### src/sffi2c_pkg.sv
// shared types and constants of the eeprom i2c master
package sffi2c_pkg;

    typedef enum logic [2:0] {
        OP_TICK     = 3'd0,
        OP_LOAD     = 3'd1,
        OP_READ     = 3'd2,
        OP_WRITE    = 3'd3,
        OP_RECOVER  = 3'd4
    } opcode_t;

    localparam logic [2:0] ST_OK        = 3'd0;
    localparam logic [2:0] ST_ADDR_NACK = 3'd1;
    localparam logic [2:0] ST_REG_NACK  = 3'd2;
    localparam logic [2:0] ST_RADR_NACK = 3'd3;
    localparam logic [2:0] ST_DATA_NACK = 3'd4;
    localparam logic [2:0] ST_BAD_LEN   = 3'd5;

    localparam logic [15:0] PHASE_RESET   = 16'd400;
    localparam logic [15:0] STRETCH_RESET = 16'd2500;

    localparam logic [0:0] CFG_PHASE   = 1'b0;
    localparam logic [0:0] CFG_STRETCH = 1'b1;

    // one tick as it travels from the front to the engine
    typedef struct packed {
        logic [2:0] opcode;
        logic [7:0] dev_address;
        logic [7:0] reg_address;
        logic [7:0] length;
        logic [2:0] buffer_index;
        logic [7:0] data_byte;
        logic       scl_level;
        logic       sda_level;
    } tick_t;

    typedef struct packed {
        logic       scl_drive_low;
        logic       sda_drive_low;
        logic       busy_res;
        logic [7:0] read_data;
        logic       read_valid;
        logic       read_last;
        logic       done_res;
        logic [2:0] status;
        logic [7:0] byte_count;
    } result_t;

endpackage

### src/sffi2c_front.sv
// input stage and two-entry queue in front of the bus engine
module sffi2c_front (
    input  logic              aclk,
    input  logic              aresetn,
    input  logic              in_valid,
    output logic              in_ready,
    input  sffi2c_pkg::tick_t in_tick,
    output logic              q_valid,
    input  logic              q_ready,
    output sffi2c_pkg::tick_t q_tick
);
    sffi2c_pkg::tick_t mem_reg [2];
    logic       wr_ptr_reg, rd_ptr_reg;
    logic [1:0] cnt_reg, cnt_next;
    logic       push, pop;

    assign in_ready = (cnt_reg != 2'd2);
    assign push     = in_valid && in_ready;
    assign q_valid  = (cnt_reg != 2'd0);
    assign pop      = q_valid && q_ready;
    assign q_tick   = mem_reg[rd_ptr_reg];

    always_comb begin
        cnt_next = cnt_reg + {1'b0, push} - {1'b0, pop};
    end

    always_ff @(posedge aclk) begin
        if (!aresetn) begin
            wr_ptr_reg <= 1'b0;
            rd_ptr_reg <= 1'b0;
            cnt_reg    <= 2'd0;
        end else begin
            if (push) wr_ptr_reg <= ~wr_ptr_reg;
            if (pop) rd_ptr_reg <= ~rd_ptr_reg;
            cnt_reg <= cnt_next;
        end
    end

    always_ff @(posedge aclk) begin
        if (push) mem_reg[wr_ptr_reg] <= in_tick;
    end

`ifndef SYNTHESIS
    a_no_overflow: assert property (@(posedge aclk) disable iff (!aresetn)
        cnt_reg == 2'd2 |-> !push) else $error("queue overflow");
    a_no_underflow: assert property (@(posedge aclk) disable iff (!aresetn)
        cnt_reg == 2'd0 |-> !pop) else $error("queue underflow");
    a_count_step: assert property (@(posedge aclk) disable iff (!aresetn)
        push && !pop && cnt_reg == 2'd1 |=> cnt_reg == 2'd2) else $error("bad count");
`endif
endmodule

### src/sffi2c_engine.sv
// i2c bus sequencer, one tick per accepted item, registered result
module sffi2c_engine #(
    parameter int WRITE_DEPTH = 8
) (
    input  logic                aclk,
    input  logic                aresetn,
    input  logic [15:0]         phase_ticks,
    input  logic [15:0]         stretch_ticks,
    input  logic                q_valid,
    output logic                q_ready,
    input  sffi2c_pkg::tick_t   q_tick,
    output logic                r_valid,
    input  logic                r_ready,
    output sffi2c_pkg::result_t r_res
);
    localparam int IW = (WRITE_DEPTH > 1) ? $clog2(WRITE_DEPTH) : 1;

    typedef enum logic [4:0] {
        PH_IDLE, PH_ST_W, PH_ST_A, PH_ST_B, PH_ST_C,
        PH_BIT_A, PH_BIT_B, PH_BIT_W, PH_BIT_C, PH_BIT_D,
        PH_SP_A, PH_SP_B, PH_SP_W, PH_SP_C, PH_SP_D,
        PH_RT_A, PH_RT_B
    } phase_t;

    typedef enum logic [3:0] {
        STG_NONE, STG_START1, STG_DEVW, STG_REG, STG_MIDSTOP, STG_START2,
        STG_DEVR, STG_RDATA, STG_WDATA, STG_ENDSTOP, STG_RCLK, STG_RSTART
    } stage_t;

    phase_t      ph_reg, ph_next;
    stage_t      stg_reg, stg_next;
    logic [15:0] pc_reg, pc_next, sc_reg, sc_next;
    logic [3:0]  bit_reg, bit_next;
    logic [7:0]  sh_reg, sh_next, bd_reg, bd_next, bt_reg, bt_next;
    logic [7:0]  dev_reg, dev_next, ra_reg, ra_next;
    logic [2:0]  err_reg, err_next;
    logic        scl_reg, scl_next, sda_reg, sda_next, ack_reg, ack_next;
    logic        opw_reg, opw_next;
    logic [7:0]  wbuf [WRITE_DEPTH];
    logic        outv_reg;
    sffi2c_pkg::result_t res_reg, res_next;
    logic        step;
    logic [15:0] lim;
    logic        d_over, w_over;
    logic [7:0]  bd_inc;
    logic [IW-1:0] widx;

    // the result register may hold one result; a new tick passes only when it frees
    assign q_ready = !outv_reg || r_ready;
    assign step    = q_valid && q_ready;
    assign r_valid = outv_reg;
    assign r_res   = res_reg;

    assign lim    = (phase_ticks == 16'd0) ? 16'd1 : phase_ticks;
    assign d_over = (pc_reg + 16'd1) >= lim;
    assign w_over = q_tick.scl_level || ((sc_reg + 16'd1) >= stretch_ticks);
    assign bd_inc = bd_reg + 8'd1;
    assign widx   = IW'({29'd0, q_tick.buffer_index});

    function automatic logic [7:0] buf_at(input logic [7:0] i);
        logic [7:0] v;
        v = 8'd0;
        for (int k = 0; k < WRITE_DEPTH; k++) begin
            if (i == 8'(k)) begin
                // a slot loaded by this same tick goes out with its new byte
                if (q_tick.opcode == sffi2c_pkg::OP_LOAD &&
                    {5'd0, q_tick.buffer_index} == 8'(k))
                    v = q_tick.data_byte;
                else
                    v = wbuf[k];
            end
        end
        return v;
    endfunction

    always_comb begin
        logic        en;
        phase_t      tgt;
        logic        bdl;
        ph_next = ph_reg; stg_next = stg_reg;
        pc_next = pc_reg; sc_next = sc_reg; bit_next = bit_reg;
        sh_next = sh_reg; bd_next = bd_reg; bt_next = bt_reg;
        dev_next = dev_reg; ra_next = ra_reg; err_next = err_reg;
        scl_next = scl_reg; sda_next = sda_reg; ack_next = ack_reg; opw_next = opw_reg;
        res_next = '0;
        en = 1'b0; tgt = PH_IDLE;
        bdl = 1'b0;

        if (ph_reg != PH_IDLE) begin
            unique case (ph_reg)
                PH_ST_W: begin
                    sc_next = sc_reg + 16'd1;
                    if (w_over) begin en = 1'b1; tgt = PH_ST_A; end
                end
                PH_ST_A, PH_ST_B, PH_BIT_A, PH_BIT_B, PH_SP_A, PH_SP_B, PH_SP_C,
                PH_RT_A: begin
                    pc_next = pc_reg + 16'd1;
                    if (d_over) begin
                        en = 1'b1;
                        unique case (ph_reg)
                            PH_ST_A:  tgt = PH_ST_B;
                            PH_ST_B:  tgt = PH_ST_C;
                            PH_BIT_A: tgt = PH_BIT_B;
                            PH_BIT_B: tgt = PH_BIT_W;
                            PH_SP_A:  tgt = PH_SP_B;
                            PH_SP_B:  tgt = PH_SP_W;
                            PH_SP_C:  tgt = PH_SP_D;
                            default:  tgt = PH_RT_B;
                        endcase
                    end
                end
                PH_BIT_W, PH_SP_W: begin
                    sc_next = sc_reg + 16'd1;
                    if (w_over) begin
                        en = 1'b1;
                        tgt = (ph_reg == PH_BIT_W) ? PH_BIT_C : PH_SP_C;
                    end
                end
                PH_ST_C: begin
                    pc_next = pc_reg + 16'd1;
                    if (d_over) begin
                        scl_next = 1'b1;
                        en = 1'b1;
                        if (stg_reg == STG_START1) begin
                            stg_next = STG_DEVW; sh_next = dev_reg & 8'hfe;
                            bit_next = 4'd0; tgt = PH_BIT_A;
                        end else if (stg_reg == STG_START2) begin
                            stg_next = STG_DEVR; sh_next = dev_reg | 8'h01;
                            bit_next = 4'd0; tgt = PH_BIT_A;
                        end else begin
                            tgt = PH_RT_A;
                        end
                    end
                end
                PH_BIT_C: begin
                    pc_next = pc_reg + 16'd1;
                    if (d_over) begin
                        if (bit_reg >= 4'd8) ack_next = q_tick.sda_level;
                        else if (stg_reg == STG_RDATA) sh_next = {sh_reg[6:0], q_tick.sda_level};
                        else sh_next = {sh_reg[6:0], 1'b0};
                        en = 1'b1; tgt = PH_BIT_D;
                    end
                end
                PH_BIT_D: begin
                    pc_next = pc_reg + 16'd1;
                    if (d_over) begin
                        bit_next = bit_reg + 4'd1;
                        en = 1'b1;
                        if (bit_reg + 4'd1 < 4'd9) begin
                            tgt = PH_BIT_A;
                        end else begin
                            scl_next = 1'b1;
                            bit_next = 4'd0;
                            tgt = PH_BIT_A;
                            priority case (stg_reg)
                                STG_DEVW: begin
                                    if (ack_reg) begin
                                        err_next = sffi2c_pkg::ST_ADDR_NACK;
                                        stg_next = STG_ENDSTOP; tgt = PH_SP_A;
                                    end else begin
                                        stg_next = STG_REG; sh_next = ra_reg;
                                    end
                                end
                                STG_REG: begin
                                    if (ack_reg) begin
                                        err_next = sffi2c_pkg::ST_REG_NACK;
                                        stg_next = STG_ENDSTOP; tgt = PH_SP_A;
                                    end else if (opw_reg) begin
                                        stg_next = STG_WDATA; sh_next = buf_at(8'd0);
                                    end else begin
                                        stg_next = STG_MIDSTOP; tgt = PH_SP_A;
                                    end
                                end
                                STG_DEVR: begin
                                    if (ack_reg) begin
                                        err_next = sffi2c_pkg::ST_RADR_NACK;
                                        stg_next = STG_ENDSTOP; tgt = PH_SP_A;
                                    end else begin
                                        stg_next = STG_RDATA; sh_next = 8'd0;
                                    end
                                end
                                STG_RDATA: begin
                                    res_next.read_data  = sh_reg;
                                    res_next.read_valid = 1'b1;
                                    res_next.read_last  = ({1'b0, bd_reg} + 9'd1) >= {1'b0, bt_reg};
                                    bd_next = bd_inc;
                                    if (res_next.read_last) begin
                                        err_next = sffi2c_pkg::ST_OK;
                                        stg_next = STG_ENDSTOP; tgt = PH_SP_A;
                                    end else begin
                                        sh_next = 8'd0;
                                    end
                                end
                                STG_WDATA: begin
                                    if (ack_reg) begin
                                        err_next = sffi2c_pkg::ST_DATA_NACK;
                                        stg_next = STG_ENDSTOP; tgt = PH_SP_A;
                                    end else begin
                                        bd_next = bd_inc;
                                        if (bd_inc >= bt_reg) begin
                                            err_next = sffi2c_pkg::ST_OK;
                                            stg_next = STG_ENDSTOP; tgt = PH_SP_A;
                                        end else begin
                                            sh_next = buf_at(bd_inc);
                                        end
                                    end
                                end
                                STG_RCLK: begin
                                    stg_next = STG_RSTART; tgt = PH_ST_W;
                                end
                                default: begin
                                    err_next = sffi2c_pkg::ST_OK;
                                    res_next.done_res = 1'b1;
                                    stg_next = STG_NONE; tgt = PH_IDLE;
                                end
                            endcase
                        end
                    end
                end
                PH_SP_D: begin
                    pc_next = pc_reg + 16'd1;
                    if (d_over) begin
                        en = 1'b1;
                        if (stg_reg == STG_MIDSTOP) begin
                            stg_next = STG_START2; tgt = PH_ST_W;
                        end else begin
                            res_next.done_res   = 1'b1;
                            res_next.status     = err_reg;
                            res_next.byte_count = (err_reg != 3'd0) ? 8'd0 : bd_reg;
                            stg_next = STG_NONE; tgt = PH_IDLE;
                        end
                    end
                end
                PH_RT_B: begin
                    pc_next = pc_reg + 16'd1;
                    if (d_over) begin
                        err_next = sffi2c_pkg::ST_OK;
                        res_next.done_res = 1'b1;
                        stg_next = STG_NONE; en = 1'b1; tgt = PH_IDLE;
                    end
                end
                default: begin
                    stg_next = STG_NONE; en = 1'b1; tgt = PH_IDLE;
                end
            endcase
        end else if (q_tick.opcode == sffi2c_pkg::OP_READ ||
                     q_tick.opcode == sffi2c_pkg::OP_WRITE) begin
            opw_next = (q_tick.opcode == sffi2c_pkg::OP_WRITE);
            if (q_tick.length == 8'd0 ||
                (opw_next && {24'd0, q_tick.length} > 32'(WRITE_DEPTH))) begin
                err_next = sffi2c_pkg::ST_BAD_LEN;
                res_next.done_res = 1'b1;
                res_next.status   = sffi2c_pkg::ST_BAD_LEN;
                stg_next = STG_NONE; en = 1'b1; tgt = PH_IDLE;
            end else begin
                dev_next = q_tick.dev_address; ra_next = q_tick.reg_address;
                bt_next = q_tick.length; bd_next = 8'd0; err_next = 3'd0;
                ack_next = 1'b0; stg_next = STG_START1; en = 1'b1; tgt = PH_ST_W;
            end
        end else if (q_tick.opcode == sffi2c_pkg::OP_RECOVER) begin
            opw_next = 1'b0; bd_next = 8'd0; bt_next = 8'd0; err_next = 3'd0;
            stg_next = STG_RCLK; sh_next = 8'hff; bit_next = 4'd0;
            en = 1'b1; tgt = PH_BIT_A;
        end

        // phase entry actions, with the drive of sda taken from the new byte state
        if (en) begin
            ph_next = tgt; pc_next = 16'd0; sc_next = 16'd0;
            if (stg_next == STG_RCLK) bdl = 1'b0;
            else if (stg_next == STG_RDATA)
                bdl = (bit_next >= 4'd8) && (({1'b0, bd_next} + 9'd1) < {1'b0, bt_next});
            else bdl = (bit_next < 4'd8) ? !sh_next[7] : 1'b0;
            unique case (tgt)
                PH_ST_W, PH_IDLE: begin scl_next = 1'b0; sda_next = 1'b0; end
                PH_ST_C, PH_SP_B: sda_next = 1'b1;
                PH_BIT_A, PH_SP_A, PH_RT_A: scl_next = 1'b1;
                PH_BIT_B: sda_next = bdl;
                PH_BIT_W, PH_SP_W: scl_next = 1'b0;
                PH_SP_D, PH_RT_B: sda_next = 1'b0;
                default: ;
            endcase
        end

        res_next.scl_drive_low = scl_next;
        res_next.sda_drive_low = sda_next;
        res_next.busy_res      = (ph_next != PH_IDLE);
    end

    always_ff @(posedge aclk) begin
        if (!aresetn) begin
            ph_reg <= PH_IDLE; stg_reg <= STG_NONE;
            pc_reg <= '0; sc_reg <= '0; bit_reg <= '0;
            sh_reg <= '0; bd_reg <= '0; bt_reg <= '0;
            dev_reg <= '0; ra_reg <= '0; err_reg <= '0;
            scl_reg <= 1'b0; sda_reg <= 1'b0; ack_reg <= 1'b0; opw_reg <= 1'b0;
            outv_reg <= 1'b0;
        end else begin
            if (step) begin
                ph_reg <= ph_next; stg_reg <= stg_next;
                pc_reg <= pc_next; sc_reg <= sc_next; bit_reg <= bit_next;
                sh_reg <= sh_next; bd_reg <= bd_next; bt_reg <= bt_next;
                dev_reg <= dev_next; ra_reg <= ra_next; err_reg <= err_next;
                scl_reg <= scl_next; sda_reg <= sda_next; ack_reg <= ack_next;
                opw_reg <= opw_next;
            end
            if (step) outv_reg <= 1'b1;
            else if (r_ready) outv_reg <= 1'b0;
        end
    end

    always_ff @(posedge aclk) begin
        if (step) res_reg <= res_next;
    end

    // write buffer slots, loaded regardless of the sequencer
    always_ff @(posedge aclk) begin
        if (step && q_tick.opcode == sffi2c_pkg::OP_LOAD &&
            {29'd0, q_tick.buffer_index} < 32'(WRITE_DEPTH))
            wbuf[widx] <= q_tick.data_byte;
    end

`ifndef SYNTHESIS
    a_idle_released: assert property (@(posedge aclk) disable iff (!aresetn)
        ph_reg == PH_IDLE |-> !scl_reg && !sda_reg) else $error("idle bus not released");
    a_bits_bound: assert property (@(posedge aclk) disable iff (!aresetn)
        bit_reg <= 4'd8) else $error("bit counter out of range");
    a_hold_state: assert property (@(posedge aclk) disable iff (!aresetn)
        !$past(step) && $past(aresetn) |-> $stable(ph_reg)) else $error("state moved w/o tick");
    a_done_idle: assert property (@(posedge aclk) disable iff (!aresetn)
        step && res_next.done_res |=> ph_reg == PH_IDLE) else $error("done while busy");
`endif
endmodule

### src/sff_eeprom_i2c_master_unit.sv
// top level of the eeprom i2c master: register port, tick queue, bus engine
//  channel | ports             | moves
//  s_      | s_valid/s_ready   | one bus tick (opcode, addresses, sampled lines)
//  m_      | m_valid/m_ready   | one result per tick (drives, read byte, status)
//  apb     | psel/penable/...  | phase_ticks at 0x0, stretch_ticks at 0x4
// one tick transfer is taken every cycle while s_ready is high; the engine steps the bus sequencer once per tick
// a tick taken into the queue steps the engine as it leaves it, and its result is held in the result register
// the result register frees as it is taken, so stalls on m_ pass back through a two-entry
// queue to s_ready; reset (aresetn, synchronous) idles the bus and loads default timings
// the write buffer holds no reset value until loaded
module sff_eeprom_i2c_master_unit #(
    parameter int WRITE_DEPTH = 8
) (
    input  logic        aclk,
    input  logic        aresetn,
    input  logic        psel,
    input  logic        penable,
    input  logic        pwrite,
    input  logic [2:0]  paddr,
    input  logic [31:0] pwdata,
    output logic [31:0] prdata,
    output logic        pready,
    input  logic        s_valid,
    output logic        s_ready,
    input  logic [2:0]  s_opcode,
    input  logic [7:0]  s_dev_address,
    input  logic [7:0]  s_reg_address,
    input  logic [7:0]  s_length,
    input  logic [2:0]  s_buffer_index,
    input  logic [7:0]  s_data_byte,
    input  logic        s_scl_level,
    input  logic        s_sda_level,
    output logic        m_valid,
    input  logic        m_ready,
    output logic        m_scl_drive_low,
    output logic        m_sda_drive_low,
    output logic        m_busy_res,
    output logic [7:0]  m_read_data,
    output logic        m_read_valid,
    output logic        m_read_last,
    output logic        m_done_res,
    output logic [2:0]  m_status,
    output logic [7:0]  m_byte_count
);
    logic [15:0] phase_reg, stretch_reg;
    sffi2c_pkg::tick_t   in_tick, q_tick;
    sffi2c_pkg::result_t res;
    logic q_valid, q_ready;
    logic wr_en;

    // register file; writes land on the access cycle
    assign pready = 1'b1;
    assign wr_en  = psel && penable && pwrite;

    always_ff @(posedge aclk) begin
        if (!aresetn) begin
            phase_reg   <= sffi2c_pkg::PHASE_RESET;
            stretch_reg <= sffi2c_pkg::STRETCH_RESET;
        end else if (wr_en && paddr[1:0] == 2'b00) begin
            if (paddr[2] == sffi2c_pkg::CFG_PHASE) phase_reg <= pwdata[15:0];
            else stretch_reg <= pwdata[15:0];
        end
    end

    always_comb begin
        prdata = 32'd0;
        if (paddr[2] == sffi2c_pkg::CFG_STRETCH) prdata = {16'd0, stretch_reg};
        else prdata = {16'd0, phase_reg};
    end

    always_comb begin
        in_tick.opcode       = s_opcode;
        in_tick.dev_address  = s_dev_address;
        in_tick.reg_address  = s_reg_address;
        in_tick.length       = s_length;
        in_tick.buffer_index = s_buffer_index;
        in_tick.data_byte    = s_data_byte;
        in_tick.scl_level    = s_scl_level;
        in_tick.sda_level    = s_sda_level;
    end

    sffi2c_front u_front (
        .aclk     (aclk),
        .aresetn  (aresetn),
        .in_valid (s_valid),
        .in_ready (s_ready),
        .in_tick  (in_tick),
        .q_valid  (q_valid),
        .q_ready  (q_ready),
        .q_tick   (q_tick)
    );

    sffi2c_engine #(.WRITE_DEPTH(WRITE_DEPTH)) u_engine (
        .aclk          (aclk),
        .aresetn       (aresetn),
        .phase_ticks   (phase_reg),
        .stretch_ticks (stretch_reg),
        .q_valid       (q_valid),
        .q_ready       (q_ready),
        .q_tick        (q_tick),
        .r_valid       (m_valid),
        .r_ready       (m_ready),
        .r_res         (res)
    );

    assign m_scl_drive_low = res.scl_drive_low;
    assign m_sda_drive_low = res.sda_drive_low;
    assign m_busy_res      = res.busy_res;
    assign m_read_data     = res.read_data;
    assign m_read_valid    = res.read_valid;
    assign m_read_last     = res.read_last;
    assign m_done_res      = res.done_res;
    assign m_status        = res.status;
    assign m_byte_count    = res.byte_count;
endmodule

### config.mk
export PLATFORM = sky130hd
export DESIGN_NAME = sff_eeprom_i2c_master_unit
export DESIGN_NICKNAME = d
export VERILOG_FILES = /design/src/sffi2c_pkg.sv /design/src/sffi2c_front.sv /design/src/sffi2c_engine.sv /design/src/sff_eeprom_i2c_master_unit.sv
export SDC_FILE = /design/constraint.sdc
export NUM_CORES = 1
export LEC_CHECK = 0
export BUFFER_PORTS_ARGS = -buffer_cell sky130_fd_sc_hd__buf_2
export CORE_MARGIN = 2
export CORE_UTILIZATION = 55
export CTS_CLUSTER_DIAMETER = 60
export DETAILED_ROUTE_END_ITERATION = 12
export GPL_ROUTABILITY_DRIVEN = 1
export PLACE_DENSITY = 0.81
export SYNTH_ARGS = -nofsm -noshare
export SYNTH_HDL_FRONTEND = slang
export SYNTH_HIERARCHICAL = 1
export SYNTH_SLANG_ARGS = --single-unit
### constraint.sdc
create_clock -name aclk -period 5.55 [get_ports aclk]
set_input_delay 1.11 -clock aclk [delete_from_list [all_inputs] [get_ports aclk]]
set_output_delay 1.11 -clock aclk [all_outputs]
set_load 0.05 [all_outputs]
; ---- Word-level counts from Yosys, hierarchy flattened
; Memories as Yosys holds them, arrays and structs flattened. A register that Yosys moved wholly into a read port is not among the register bits.
; Index checks and enable logic that the tools add are counted.
[word_totals]
ram_bits = 144
mem_count = 2
mem_bits_ro = 0
latchBits = 0
register_bits = 154
elab_cells = 382
input_bits = 82
[memory_table]
columns = name, words, word_bits, rd, rd_clocked_by_memory_dff, wr, line_no
row1 = u_front.mem_reg, 2, 40, 1, 1, 1, sffi2c_front.sv:12  ; sffi2c_pkg::tick_t mem_reg [2];
row2 = u_engine.wbuf, 8, 8, 8, 0, 1, sffi2c_engine.sv:39  ; logic [7:0] wbuf [WRITE_DEPTH];
[classes]
div = 0
muxes = 174
bitwise_logic = 9
n_mul = 0
shift = 0
reduce_logical = 63
add_sub_neg = 8
order_cmp = 10
eq_ne = 85
[ops]
columns = op, n
row1 = 8-bit two-way mux, 46
row2 = 4-bit two-way mux, 34
row3 = 16-bit two-way mux, 8
row4 = 5-bit one-hot mux with 7 select lines, 2
row5 = 5-bit by 4-bit == test with 1-bit output (second input constant), 13
row6 = 5-bit two-way mux, 11
row7 = 3-bit two-way mux, 16
row8 = 5-bit by 3-bit == test with 1-bit output (second input constant), 8
row9 = 8-bit one-hot mux with 5 select lines, 1
row10 = 1-bit two-way mux, 38
row11 = 4-bit inequality test (second input constant), 9
row12 = 16-bit by 1-bit adder with 16-bit output (second input constant), 2
row13 = 8-bit by 3-bit == test with 1-bit output (second input constant), 4
row14 = 16-bit greater-or-equal comparator, 2
row15 = 5-bit one-hot mux with 5 select lines, 1
row16 = 12-bit two-way mux, 2
row17 = 4-bit one-hot mux with 6 select lines, 1
row18 = 8-bit one-hot mux with 3 select lines, 1
row19 = 4-bit by 3-bit == test with 1-bit output (second input constant), 5
row20 = 4-bit one-hot mux with 5 select lines, 1
row21 = 8-bit by 1-bit adder with 9-bit output (second input constant), 2
row22 = 3-bit one-hot mux with 6 select lines, 1
row23 = 18-bit AND reduction, 1
row24 = 8-bit by 2-bit == test with 1-bit output (second input constant), 2
row25 = 59 further kinds, 138

; ---- Depth between registers and ports, before layout
; Gate-level depths: netlist (run 1).
[logic_depth]
depth_word = 24
ltp_mapped = 31
depth_no_buf = 30

; ---- Cells and area by module
; The synthesis (run 1) kept the hierarchy.
[by_module_without_submodules]
columns = mod, cells_each, n_inst, seq_area_each_um2, area_per_inst_um2
row1 = sffi2c_engine, 1433, 1, 4514.3, 12172.9
row2 = sffi2c_front, 148, 1, 2502.4, 3133.0
row3 = sff_eeprom_i2c_master_unit, 166, 1, 640.6, 1632.8

; ---- Least setup slack after synthesis (run 1)
; Ideal clock, no wire load.
[synth_timing]
path_type = register to register
start = reg u_engine.pc_reg[0]
end = reg u_engine.res_reg (netlist bit u_engine/r_res[23]), data pin
n_path_buf = 1
path_stages_with_launch = 31
required_time_ns = 5.398
path_slack_ns = 0.250
period_less_slack_ns = 5.300
t_arrival_ns = 5.148
path_cell_list = dfxtp_1 ha_1 nand3_1 nor2_1 nand3_1 nor2_1 xor2_1 ha_1 a21o_1 a21oi_1 nand4_1 o21a_1 nor2_4 buf_2 nor3_1 a22oi_1 inv_1 ha_1 xnor2_1 ha_1 a21o_1 a21o_1 a21oi_1 nor2b_1 o21ai_0 nand2b_1 a21oi_1 o21ai_0 a211oi_1 o221ai_2 a31oi_1
[synth_rtl]
columns = item, line_no
row1 = start: declaration, sffi2c_engine.sv:32  ; logic [15:0] pc_reg, pc_next, sc_reg, sc_next;
row2 = start signal: assignment, sffi2c_engine.sv:300  ; pc_reg <= pc_next; sc_reg <= sc_next; bit_reg <= bit_next;
row3 = end signal: assignment, sffi2c_engine.sv:312  ; if (step) res_reg <= res_next;
row4 = end: declaration, sffi2c_engine.sv:41  ; sffi2c_pkg::result_t res_reg, res_next;

==> summary.md, run 1 <==
| Metric | Value |
|---|---|
| Outcome | `complete, no violations` |
| Hold Crit Class | `register to register` |
| Fill cells | `2355` |
| Pre-CTS setup slack | `-0.114 ns` |
| WS Path Type | `register to register` |
| Initial Utilization | `0.554` |
| Int Pwr | `5.31 mW` |
| Clock root buffer | `clkbuf_16` |
| Worst setup margin | `0.117 ns` |
| Leak | `7.59 nW` |
| Number of flip-flops in the largest register | `78` |
| Core ar. | `30400 sq um` |
| Clk_lat worst skew | `0.53 ns` |
| CP endpoint kind | `register` |
| Power Density | `441 nW/um^2` |
| Yosys warnings | `6` |
| Rows | `64` |
| Clock Power Share | `0.303` |
| Final Max Slew Viols | `0` |
| Crit share post-route | `0.979` |
| Final hold violation count | `0` |
| IO buf count | `107` |
| Area post-placement | `17800 sq um` |
| Synth Cell Area | `16900 sq um` |
| Combinational share of power | `0.361` |
| First-pass GRT wire length | `72.2 mm` |
| I/O pins | `142` |
| Share of cells above drive strength 1 | `0.205` |
| Syn avg cell area | `9.67 sq um` |
| Setup crit start kind | `register` |
| Grt ovf | `0` |
| CTS tree | `yes` |
| H-Tree Depth | `2` |
| WL per Instance | `20.5 um` |
| Measured slew at the worst slew-check pin | `1.21 ns` |
| Drt total wl | `46.8 mm` |
| Area grow syn2layout | `15.6%` |
| DR DRC count | `0` |
| Max-slew headroom | `0.188` |
| Max-cap viol count | `0` |
| Vias/cell | `6.26` |
| 1st-pass router iterations | `7` |
| Critical path peak fanout | `4` |
| # setup viols final | `0` |
| DIE AREA | `32100 sq um` |
| Largest net degree at the start of global routing | `68` |
| Clock sink count | `296` |
| Seq pwr share | `0.336` |
| Reg clk slew, reported paths | `0.06 ns` |
| Initial antenna violation count | `1` |
| Post-route minimum period | `5.43 ns` |
| Number of global-route vias before repair | `13354` |
| Clock Path Buffers | `3` |
| Final nets | `2003` |
| Hold Buf Count CTS | `0` |
| Cells after Synth | `1744` |
| Worst VDD drop | `0.306 mV` |
| Sw Pwr | `3.29 mW` |
| Critical Path RT | `5.91 ns` |
| Cell area after layout | `19500 sq um` |
| Dpl hpwl | `32.1 mm` |
| Dpl cells | `2210` |
| CTS buffer count | `36` |
| Overall power | `8.60 mW` |
| Iteration-0 DRC Markers | `1539` |
| Final std cells w/o fill | `2287` |
| Peak Freq | `184 MHz` |
| Critical Path AT | `5.79 ns` |
| Vias | `14328` |
| Sw Ratio | `0.383` |
| Die W | `179 um` |
| RePlAce Congestion | `0.942` |
| GRT Total Usage | `0.286` |
| Hold WS | `0.468 ns` |
| Die Y | `179 um` |
| Antenna Nets Post-Route | `0` |
| Clk_skew | `0.0143 ns` |
[stage by stage]
step	TNS (ns)	util
after floorplan	0	-
after global placement	0	0.586
after detailed placement	-0.144	0.586
after CTS	0	0.631
after global routing	-0.0647	0.641
final	0	0.641
[cells in the final DEF (no fill, tap or decap), drive strengths merged, types with 22 or more instances in the layout]
| master | n |
|---|---|
| nor2 | 125 |
| mux2i | 87 |
| nand2b | 24 |
| a21oi | 127 |
| nand3 | 56 |
| inv | 64 |
| nor3 | 46 |
| mux2 | 69 |
| a211oi | 32 |
| xnor2 | 22 |
| clkbuf | 44 |
| edfxtp | 167 |
| xor2 | 24 |
| dfxtp | 129 |
| nor2b | 29 |
| and3 | 30 |
| o21ai | 85 |
| buf | 174 |
| ha | 59 |
| nand2 | 205 |
| and2 | 29 |
[critical path, stage by stage, from the launching register on]
cell       delay (ns)
dfxtp_1          0.37
nor4_2           0.30
a41o_1           0.24
ha_1             0.23
nand2b_1         0.15
a2111oi_1        0.60
nor3_2           0.18
o21a_4           0.27
nor2_4           0.14
nor3_4           0.06
a22oi_2          0.26
inv_1            0.10
ha_4             0.19
xnor2_2          0.13
ha_1             0.32
a21o_1           0.17
a21o_1           0.19
a21oi_2          0.13
nor2b_1          0.05
o21ai_1          0.13
nand2b_1         0.07
a21oi_1          0.14
o21ai_1          0.12
a211oi_2         0.25
buf_4            0.15
o221ai_2         0.13
a31oi_1          0.20
[worst paths after layout]
| check | startpoint | to | slack (ns) | cells past startpoint |
|---|---|---|---|---|
| worst max-delay path | phase_reg[11] | u_engine/r_res[23] | 0.12 | 26 |
| worst min-delay path | u_engine/ra_reg[4] | u_engine/ra_reg[4] | 0.47 | 2 |
| worst max register to register | phase_reg[11] | u_engine/r_res[23] | 0.12 | 26 |
| worst min register to register | u_engine/ra_reg[4] | u_engine/ra_reg[4] | 0.47 | 2 |
[cell type report]
cell class              instances  area, sq um  share of cell area
flip-flops and latches        296         7610               0.390
repair buffers                174         1040              0.0532
diodes                          2         5.00            0.000257
multi-input cells            1292         8790               0.451
well taps                     396          495              0.0254
inverters                      62          233              0.0119
clock buffers                  44         1000              0.0515
clock inverters                21          325              0.0167
[power by group through the flow]
| stage | registers (mW) | clock network [mW] | logic (mW) |
|---|---|---|---|
| after floorplan | 3.07 | 0 | 1.95 |
| after global placement | 2.91 | 0 | 2.91 |
| after detailed placement | 2.92 | 0 | 2.94 |
| after CTS | 2.88 | 2.63 | 2.98 |
| after global routing | 2.92 | 2.71 | 3.35 |
| final | 2.89 | 2.60 | 3.11 |
[layer usage]
metal | share of wire | vias to the layer above | global-route usage
met5 | 0 | - | 0
met4 | 0.028 | 0 | 0.0921
met3 | 0.092 | 105 | 0.0517
met2 | 0.46 | 749 | 0.454
met1 | 0.42 | 6878 | 0.397
li1 | - | 6596 | -
[repair_timing]
action	in CTS	in global routing
pin swaps	3	28
setup buffers	0	10
endpoints found under the setup margin	2	2
gates resized for setup	7	48
(Power assumes the default switching activity.)
==> inputs of run 2 (changes only) <==
--- a/config.mk
+++ b/config.mk
@@ -7,11 +7,11 @@
 export LEC_CHECK = 0
 export BUFFER_PORTS_ARGS = -buffer_cell sky130_fd_sc_hd__buf_2
 export CORE_MARGIN = 2
-export CORE_UTILIZATION = 55
+export CORE_UTILIZATION = 61
 export CTS_CLUSTER_DIAMETER = 60
 export DETAILED_ROUTE_END_ITERATION = 12
 export GPL_ROUTABILITY_DRIVEN = 1
-export PLACE_DENSITY = 0.81
+export PLACE_DENSITY = 0.85
 export SYNTH_ARGS = -nofsm -noshare
 export SYNTH_HDL_FRONTEND = slang
 export SYNTH_HIERARCHICAL = 1
==> constraint.sdc (replaced) <==
create_clock -name aclk -period 5.15 [get_ports aclk]
set_input_delay 1.03 -clock aclk [delete_from_list [all_inputs] [get_ports aclk]]
set_output_delay 1.03 -clock aclk [all_outputs]
set_load 0.05 [all_outputs]
==> run 2 against run 1 <==
The run now ends with negative setup slack left. Design area increased by 1.1%. Utilization increased by 8.9 points. Clock skew increased by 0.027 ns. Routed wire length increased by 3.9%. Via count increased by 3.1%. Clock power increased by 3%. Sequential share of layout area decreased by 0.42 points. Fmax increased by 2.3%. Combinational power increased by 8.7%. Critical path depth increased by 1. Global-route usage increased by 3.9 points. Critical endpoint unchanged. Largest power group unchanged.
==> summary.md, run 2 (synthesis gave the netlist of run 1 again) <==
| Metric | Value |
|---|---|
| Outcome | `finished, violations left (was complete, no violations)` |
| Failing checks | `negative setup slack` |
| Final nets | `2042 (was 2003)` |
| Clock Path Buffers | `3 (unchanged)` |
| Hold path startpoint | `stretch_reg[9] (was u_engine/ra_reg[4])` |
| Number of global-route vias before repair | `13861 (was 13354)` |
| Initial antenna violation count | `0 (was 1)` |
| Number of flip-flops in the largest register | `78 (unchanged)` |
| Crit share post-route | `1.03 (was 0.979)` |
| Vias/cell | `6.51 (was 6.26)` |
| Buffers and inverters on the worst path | `4 (was 2)` |
| Power Density | `466 nW/um^2 (was 441 nW/um^2)` |
| Drt total wl | `48.7 mm (was 46.8 mm)` |
| Met3 wire len | `4.75 mm (was 4.32 mm)` |
| Core ar. | `27000 sq um (was 30400 sq um)` |
| Worst path slowest cell | `dfxtp_4 (was a2111oi_1)` |
| Leak | `7.73 nW (was 7.59 nW)` |
| Die W | `170 um (was 179 um)` |
| Sw Pwr | `3.54 mW (was 3.29 mW)` |
| Grt ovf | `0 (unchanged)` |
| 1st-pass router iterations | `6 (was 7)` |
| CP top delay family | `simple AND/OR/NAND/NOR gates (was compound AO/OA/AOI/OAI gates)` |
| Worst Reg-to-Reg Cells | `27 (was 26)` |
| Initial Utilization | `0.624 (was 0.554)` |
| Area grow syn2layout | `16.9% (was 15.6%)` |
| Final hold violation count | `0 (unchanged)` |
| Area post-placement | `18100 sq um (was 17800 sq um)` |
| Worst setup margin | `-0.158 ns (was 0.117 ns)` |
| Worst VDD drop | `0.353 mV (was 0.306 mV)` |
| Crit path depth | `27 (was 26)` |
| Max-cap viol count | `0 (unchanged)` |
| CP endpoint kind | `register (unchanged)` |
| Commonest non-fill, non-tap cells in the layout | `202 x nand2_1, 167 x edfxtp_1, 126 x dfxtp_1 (was 202 x nand2_1, 167 x edfxtp_1, 125 x dfxtp_1)` |
| CTS buffer count | `35 (was 36)` |
| Sw Ratio | `0.385 (was 0.383)` |
| WS Path Type | `register to register (unchanged)` |
| WL per Instance | `21.5 um (was 20.5 um)` |
| Final Max Slew Viols | `0 (unchanged)` |
| Crit path largest cell delay | `0.38 ns (was 0.60 ns)` |
| CTS tree | `yes (unchanged)` |
| Worst hold path stage count | `2 (unchanged)` |
| IO buf count | `107 (unchanged)` |
| # setup viols final | `2 (was 0)` |
| Seq pwr share | `0.341 (was 0.336)` |
| Overall power | `9.18 mW (was 8.60 mW)` |
| Max-slew headroom | `0.192 (was 0.188)` |
| Critical Path RT | `5.39 ns (was 5.91 ns)` |
| Int Pwr | `5.65 mW (was 5.31 mW)` |
| Antenna Nets Post-Route | `0 (unchanged)` |
| H-Tree Depth | `2 (unchanged)` |
| Peak Freq | `188 MHz (was 184 MHz)` |
| Combinational share of power | `0.368 (was 0.361)` |
| Reg-to-Reg Start | `u_engine/pc_reg[1] (was phase_reg[11])` |
| Iteration-0 DRC Markers | `1751 (was 1539)` |
| Rows | `60 (was 64)` |
| Die Y | `170 um (was 179 um)` |
| Clock sink count | `296 (unchanged)` |
| I/O pins | `142 (unchanged)` |
| Dpl hpwl | `33.2 mm (was 32.1 mm)` |
| N_diodes | `0 (was 2)` |
| Measured slew at the worst slew-check pin | `1.21 ns (about the same)` |
| Hold Crit Class | `register to register (unchanged)` |
| DIE AREA | `29000 sq um (was 32100 sq um)` |
| Share of cells above drive strength 1 | `0.219 (was 0.205)` |
| Setup crit start kind | `register (unchanged)` |
| RSZ-0062 raised after global routing | `yes` |
| Post-route minimum period | `5.31 ns (was 5.43 ns)` |
| Vias | `14773 (was 14328)` |
| DR DRC count | `0 (unchanged)` |
| First-pass GRT wire length | `74.3 mm (was 72.2 mm)` |
| Worst Setup SP | `u_engine/pc_reg[1] (was phase_reg[11])` |
| Most common cell after layout, fill and taps aside | `nand2_1 (unchanged)` |
| Critical Path AT | `5.55 ns (was 5.79 ns)` |
| Met2 WL | `22.5 mm (was 21.4 mm)` |
| Clock Power Share | `0.290 (was 0.303)` |
| Post-layout util | `0.729 (was 0.641)` |
| Critical path peak fanout | `4 (unchanged)` |
| Clock root buffer | `clkbuf_16 (unchanged)` |
| Hold Buf Count CTS | `0 (unchanged)` |
| Reg clk slew, reported paths | `0.06 ns (about the same)` |
| Uppermost layer routed | `met4 (unchanged)` |
| RePlAce Congestion | `0.940 (was 0.942)` |
| GRT Total Usage | `0.325 (was 0.286)` |
| Wl on met1 | `19.5 mm (was 19.8 mm)` |
| Clk_skew | `0.0414 ns (was 0.0143 ns)` |
| Cell area after layout | `19700 sq um (was 19500 sq um)` |
| Largest net degree at the start of global routing | `67 (was 68)` |
| Hold WS | `0.474 ns (was 0.468 ns)` |
| Clk_lat worst skew | `0.54 ns (was 0.53 ns)` |
-- run 2: cell count changes in the layout (fill, tap and decap cells not counted), sizes merged --
| cell | previous run | this run |
|---|---|---|
| buf | 174 | 214 |
| clkinv | 12 | 9 |
| inv | 64 | 63 |
| clkinvlp | 0 | 1 |
| clkbuf | 44 | 46 |
| diode | 2 | 0 |
-- run 2: through the flow --
stage	setup slack [ns]	cells	setup TNS [ns]
after floorplan	0.0178	1759	0
after global placement	-0.0596	2195	-0.0596
after detailed placement	-0.202	2195	-0.317
after CTS	0.00759	2261	0
after global routing	-0.419	2269	-0.850
final	-0.158	2269	-0.272
-- run 2: timing repair --
action | in CTS | in global routing
pin swaps | 15 | 38
gates resized for setup | 22 | 43
buffers inserted | 2 | 8
setup endpoints to repair | 2 | 18
cloned | 0 | 0
-- run 2: path summary, 6_finish.rpt --
path,endpoint,slack (ns)
setup / recovery,u_engine/r_res[23],-0.16
hold / removal,stretch_reg[9],0.47
setup reg to reg,u_engine/r_res[23],-0.16
hold reg to reg,stretch_reg[9],0.47
-- run 2: per-layer routing --
layer,vias up,global-route usage
met4,0,0.127
met5,-,0
met3,162,0.0667
li1,6676,-
met2,877,0.518
met1,7058,0.437
-- run 2: final cells by class --
class                      instances  area (sq um)
multi-input combinational       1292          8840
sequential                       296          7610
fill                            1829          7310
timing repair buffer             214          1360
clock buffer                      46           937
tap                              341           427
clock inverter                    18           318
inverter                          62           233
-- run 2: power groups by stage --
stage          clock, mW  sequential (mW)  combinational (mW)
2_1_floorplan          0             3.31                2.10
3_3_place_gp           0             3.16                3.12
5_1_grt             2.77             3.16                3.63
6_report            2.67             3.13                3.38
3_5_place_dp           0             3.17                3.18
4_1_cts             2.68             3.12                3.23
-- run 2: tightest hold or removal path, delay by kind of cell (launching register included) --
family           cells  cell delay (ns)
flip-flops           1             0.32
AND/OR/NAND/NOR      1             0.06
multiplexers         1             0.05
==> inputs of run 3 (changes only) <==
--- a/config.mk
+++ b/config.mk
@@ -11,7 +11,9 @@
 export CTS_CLUSTER_DIAMETER = 60
 export DETAILED_ROUTE_END_ITERATION = 12
 export GPL_ROUTABILITY_DRIVEN = 1
+export HOLD_SLACK_MARGIN = 0.15
 export PLACE_DENSITY = 0.85
+export SKIP_LAST_GASP = 1
 export SYNTH_ARGS = -nofsm -noshare
 export SYNTH_HDL_FRONTEND = slang
 export SYNTH_HIERARCHICAL = 1
==> constraint.sdc (replaced) <==
create_clock -name aclk -period 5.15 [get_ports aclk]
set_input_delay 0.515 -clock aclk [delete_from_list [all_inputs] [get_ports aclk]]
set_output_delay 0.515 -clock aclk [all_outputs]
set_load 0.05 [all_outputs]
==> run 3 against run 2 <==
The flow still finishes with violations (negative setup slack). Sequential share of layout area grew 0.56 points. Global-route usage is 0.36 points lower. Via count down 1.5%. Register-to-register slack better by 0.05 ns. Die area is the same. Fmax up 0.99%. Hold slack got worse by 0.31 ns. Design area fell by 1.4%. Non-clock buffer count decreased by 7. Largest cell class unchanged.
==> summary.md, run 3 (synthesis gave the netlist of run 1 again) <==
| Metric | Value |
|---|---|
| Failing checks | `negative setup slack (unchanged)` |
| Initial Utilization | `0.624 (unchanged)` |
| DIE AREA | `29000 sq um (unchanged)` |
| Hold WS | `0.169 ns (was 0.474 ns)` |
| Clock Path Buffers | `3 (unchanged)` |
| Vias/cell | `6.44 (was 6.51)` |
| WS Path Type | `register to register (unchanged)` |
| Worst setup margin | `-0.106 ns (was -0.158 ns)` |
| Dpl hpwl | `33.3 mm (was 33.2 mm)` |
| H-Tree Depth | `2 (unchanged)` |
| DR DRC count | `0 (unchanged)` |
| Final std cells w/o fill | `2260 (was 2269)` |
| Critical path peak fanout | `4 (unchanged)` |
| Area post-placement | `18000 sq um (was 18100 sq um)` |
| Clock sink count | `296 (unchanged)` |
| Hold Crit Class | `input port to register (was register to register)` |
| Final Max Slew Viols | `0 (unchanged)` |
| RSZ-0062 raised after global routing | `yes (unchanged)` |
| IO buf count | `107 (unchanged)` |
| Area grow syn2layout | `15.3% (was 16.9%)` |
| Antenna Nets Post-Route | `0 (unchanged)` |
| Crit share post-route | `1.02 (was 1.03)` |
| Vias | `14547 (was 14773)` |
| Critical Path AT | `5.61 ns (was 5.55 ns)` |
| CP endpoint kind | `register (unchanged)` |
| Clk_lat worst skew | `0.53 ns (was 0.54 ns)` |
| Commonest non-fill, non-tap cells in the layout | `202 x nand2_1, 167 x edfxtp_1, 124 x dfxtp_1 (was 202 x nand2_1, 167 x edfxtp_1, 126 x dfxtp_1)` |
| Measured slew at the worst slew-check pin | `1.27 ns (was 1.21 ns)` |
| Clk_skew | `0.0268 ns (was 0.0414 ns)` |
| Reg clk slew, reported paths | `0.06 ns (about the same)` |
| Max-cap viol count | `0 (unchanged)` |
| RePlAce Congestion | `1.00 (was 0.940)` |
| I/O pins | `142 (unchanged)` |
| Worst Setup SP | `u_engine/pc_reg[1] (unchanged)` |
| Worst path slowest cell | `dfxtp_4 (unchanged)` |
| Iteration-0 DRC Markers | `1631 (was 1751)` |
| Number of global-route vias before repair | `13520 (was 13861)` |
| Dpl cells | `2188 (was 2195)` |
| Initial antenna violation count | `1 (was 0)` |
| Largest net degree at the start of global routing | `67 (unchanged)` |
| Die Y | `170 um (unchanged)` |
| Core ar. | `27000 sq um (unchanged)` |
| Cell area after layout | `19400 sq um (was 19700 sq um)` |
| Max-slew headroom | `0.146 (was 0.192)` |
| CTS buffer count | `34 (was 35)` |
| Peak Freq | `190 MHz (was 188 MHz)` |
| GRT Total Usage | `0.322 (was 0.325)` |
| Critical Path RT | `5.51 ns (was 5.39 ns)` |
| Clock root buffer | `clkbuf_16 (unchanged)` |
| Final nets | `2034 (was 2042)` |
| Reg-to-Reg Start | `u_engine/pc_reg[1] (unchanged)` |
| Outcome | `finished, violations left (unchanged)` |
| Power Density | `458 nW/um^2 (was 466 nW/um^2)` |
| Leak | `7.61 nW (was 7.73 nW)` |
| Number of flip-flops in the largest register | `78 (unchanged)` |
| Setup TNS | `-0.106 ns (was -0.272 ns)` |
| WL per Instance | `21.1 um (was 21.5 um)` |
| Die W | `170 um (unchanged)` |
| Hold path startpoint | `s_scl_level (was stretch_reg[9])` |
| Setup crit start kind | `register (unchanged)` |
| Crit path largest cell delay | `0.38 ns (about the same)` |
| Drt total wl | `47.8 mm (was 48.7 mm)` |
| Worst VDD drop | `0.318 mV (was 0.353 mV)` |
| Post-route minimum period | `5.26 ns (was 5.31 ns)` |
| First-pass GRT wire length | `73.3 mm (was 74.3 mm)` |
| Share of cells above drive strength 1 | `0.213 (was 0.219)` |
| Grt ovf | `0 (unchanged)` |
| N_diodes | `0 (unchanged)` |
| Overall power | `8.91 mW (was 9.18 mW)` |
| # setup viols final | `1 (was 2)` |
| Most common cell after layout, fill and taps aside | `nand2_1 (unchanged)` |
| Final hold violation count | `0 (unchanged)` |
| 1st-pass router iterations | `8 (was 6)` |
| CTS tree | `yes (unchanged)` |
| Rows | `60 (unchanged)` |
## run 3: report_power, final
group	internal, mW	total [mW]	switching [mW]
Clock	1.38	2.37	0.996
Sequential	2.88	3.11	0.234
Combinational	1.13	3.42	2.29
## run 3: layer usage
layer,global-route usage,part of all wire
met3,0.0440,0.086
met1,0.451,0.42
met4,0.0862,0.024
met2,0.526,0.47
met5,0,0.00025
## run 3: worst paths after layout
kind	cells past startpoint	to	slack, ns
max	32	u_engine/r_res[23]	-0.11
min	1	u_front/mem_reg[0][1]	0.17
max reg2reg	32	u_engine/r_res[23]	-0.11
min reg2reg	2	u_engine/ra_reg[4]	0.47
## run 3: final cells by class
| cell class | count | area [sq um] |
|---|---|---|
| clock buffer | 45 | 912 |
| clock inverter | 17 | 193 |
| fill | 1907 | 7590 |
| inverter | 62 | 233 |
| multi-input combinational | 1292 | 8760 |
| sequential | 296 | 7610 |
| tap | 341 | 427 |
| timing repair buffer | 207 | 1310 |
## run 3: critical path, delay by kind of cell, from the launching register on
family	cells	cell delay, ns
AOI/OAI and AO/OA	13	2.06
buffers and inverters	3	0.37
DFF	1	0.38
and+or+nand+nor	11	1.21
xor gates and xnor gates	1	0.15
adders and majority gates	4	0.88
## run 3: what timing repair did
action | 4_1_cts | 5_1_grt
buffers inserted | 1 | 9
endpoints found under the setup margin | 2 | 39
resized for setup | 18 | 35
hold buffers | 0 | 0
pin swaps | 14 | 35
## run 3: metrics by stage
stage | setup slack [ns] | utilization
after floorplan | 0.0178 | -
after global placement | -0.126 | 0.667
after detailed placement | -0.185 | 0.667
after CTS | 0.00303 | 0.711
after global routing | -0.355 | 0.719
final | -0.106 | 0.719
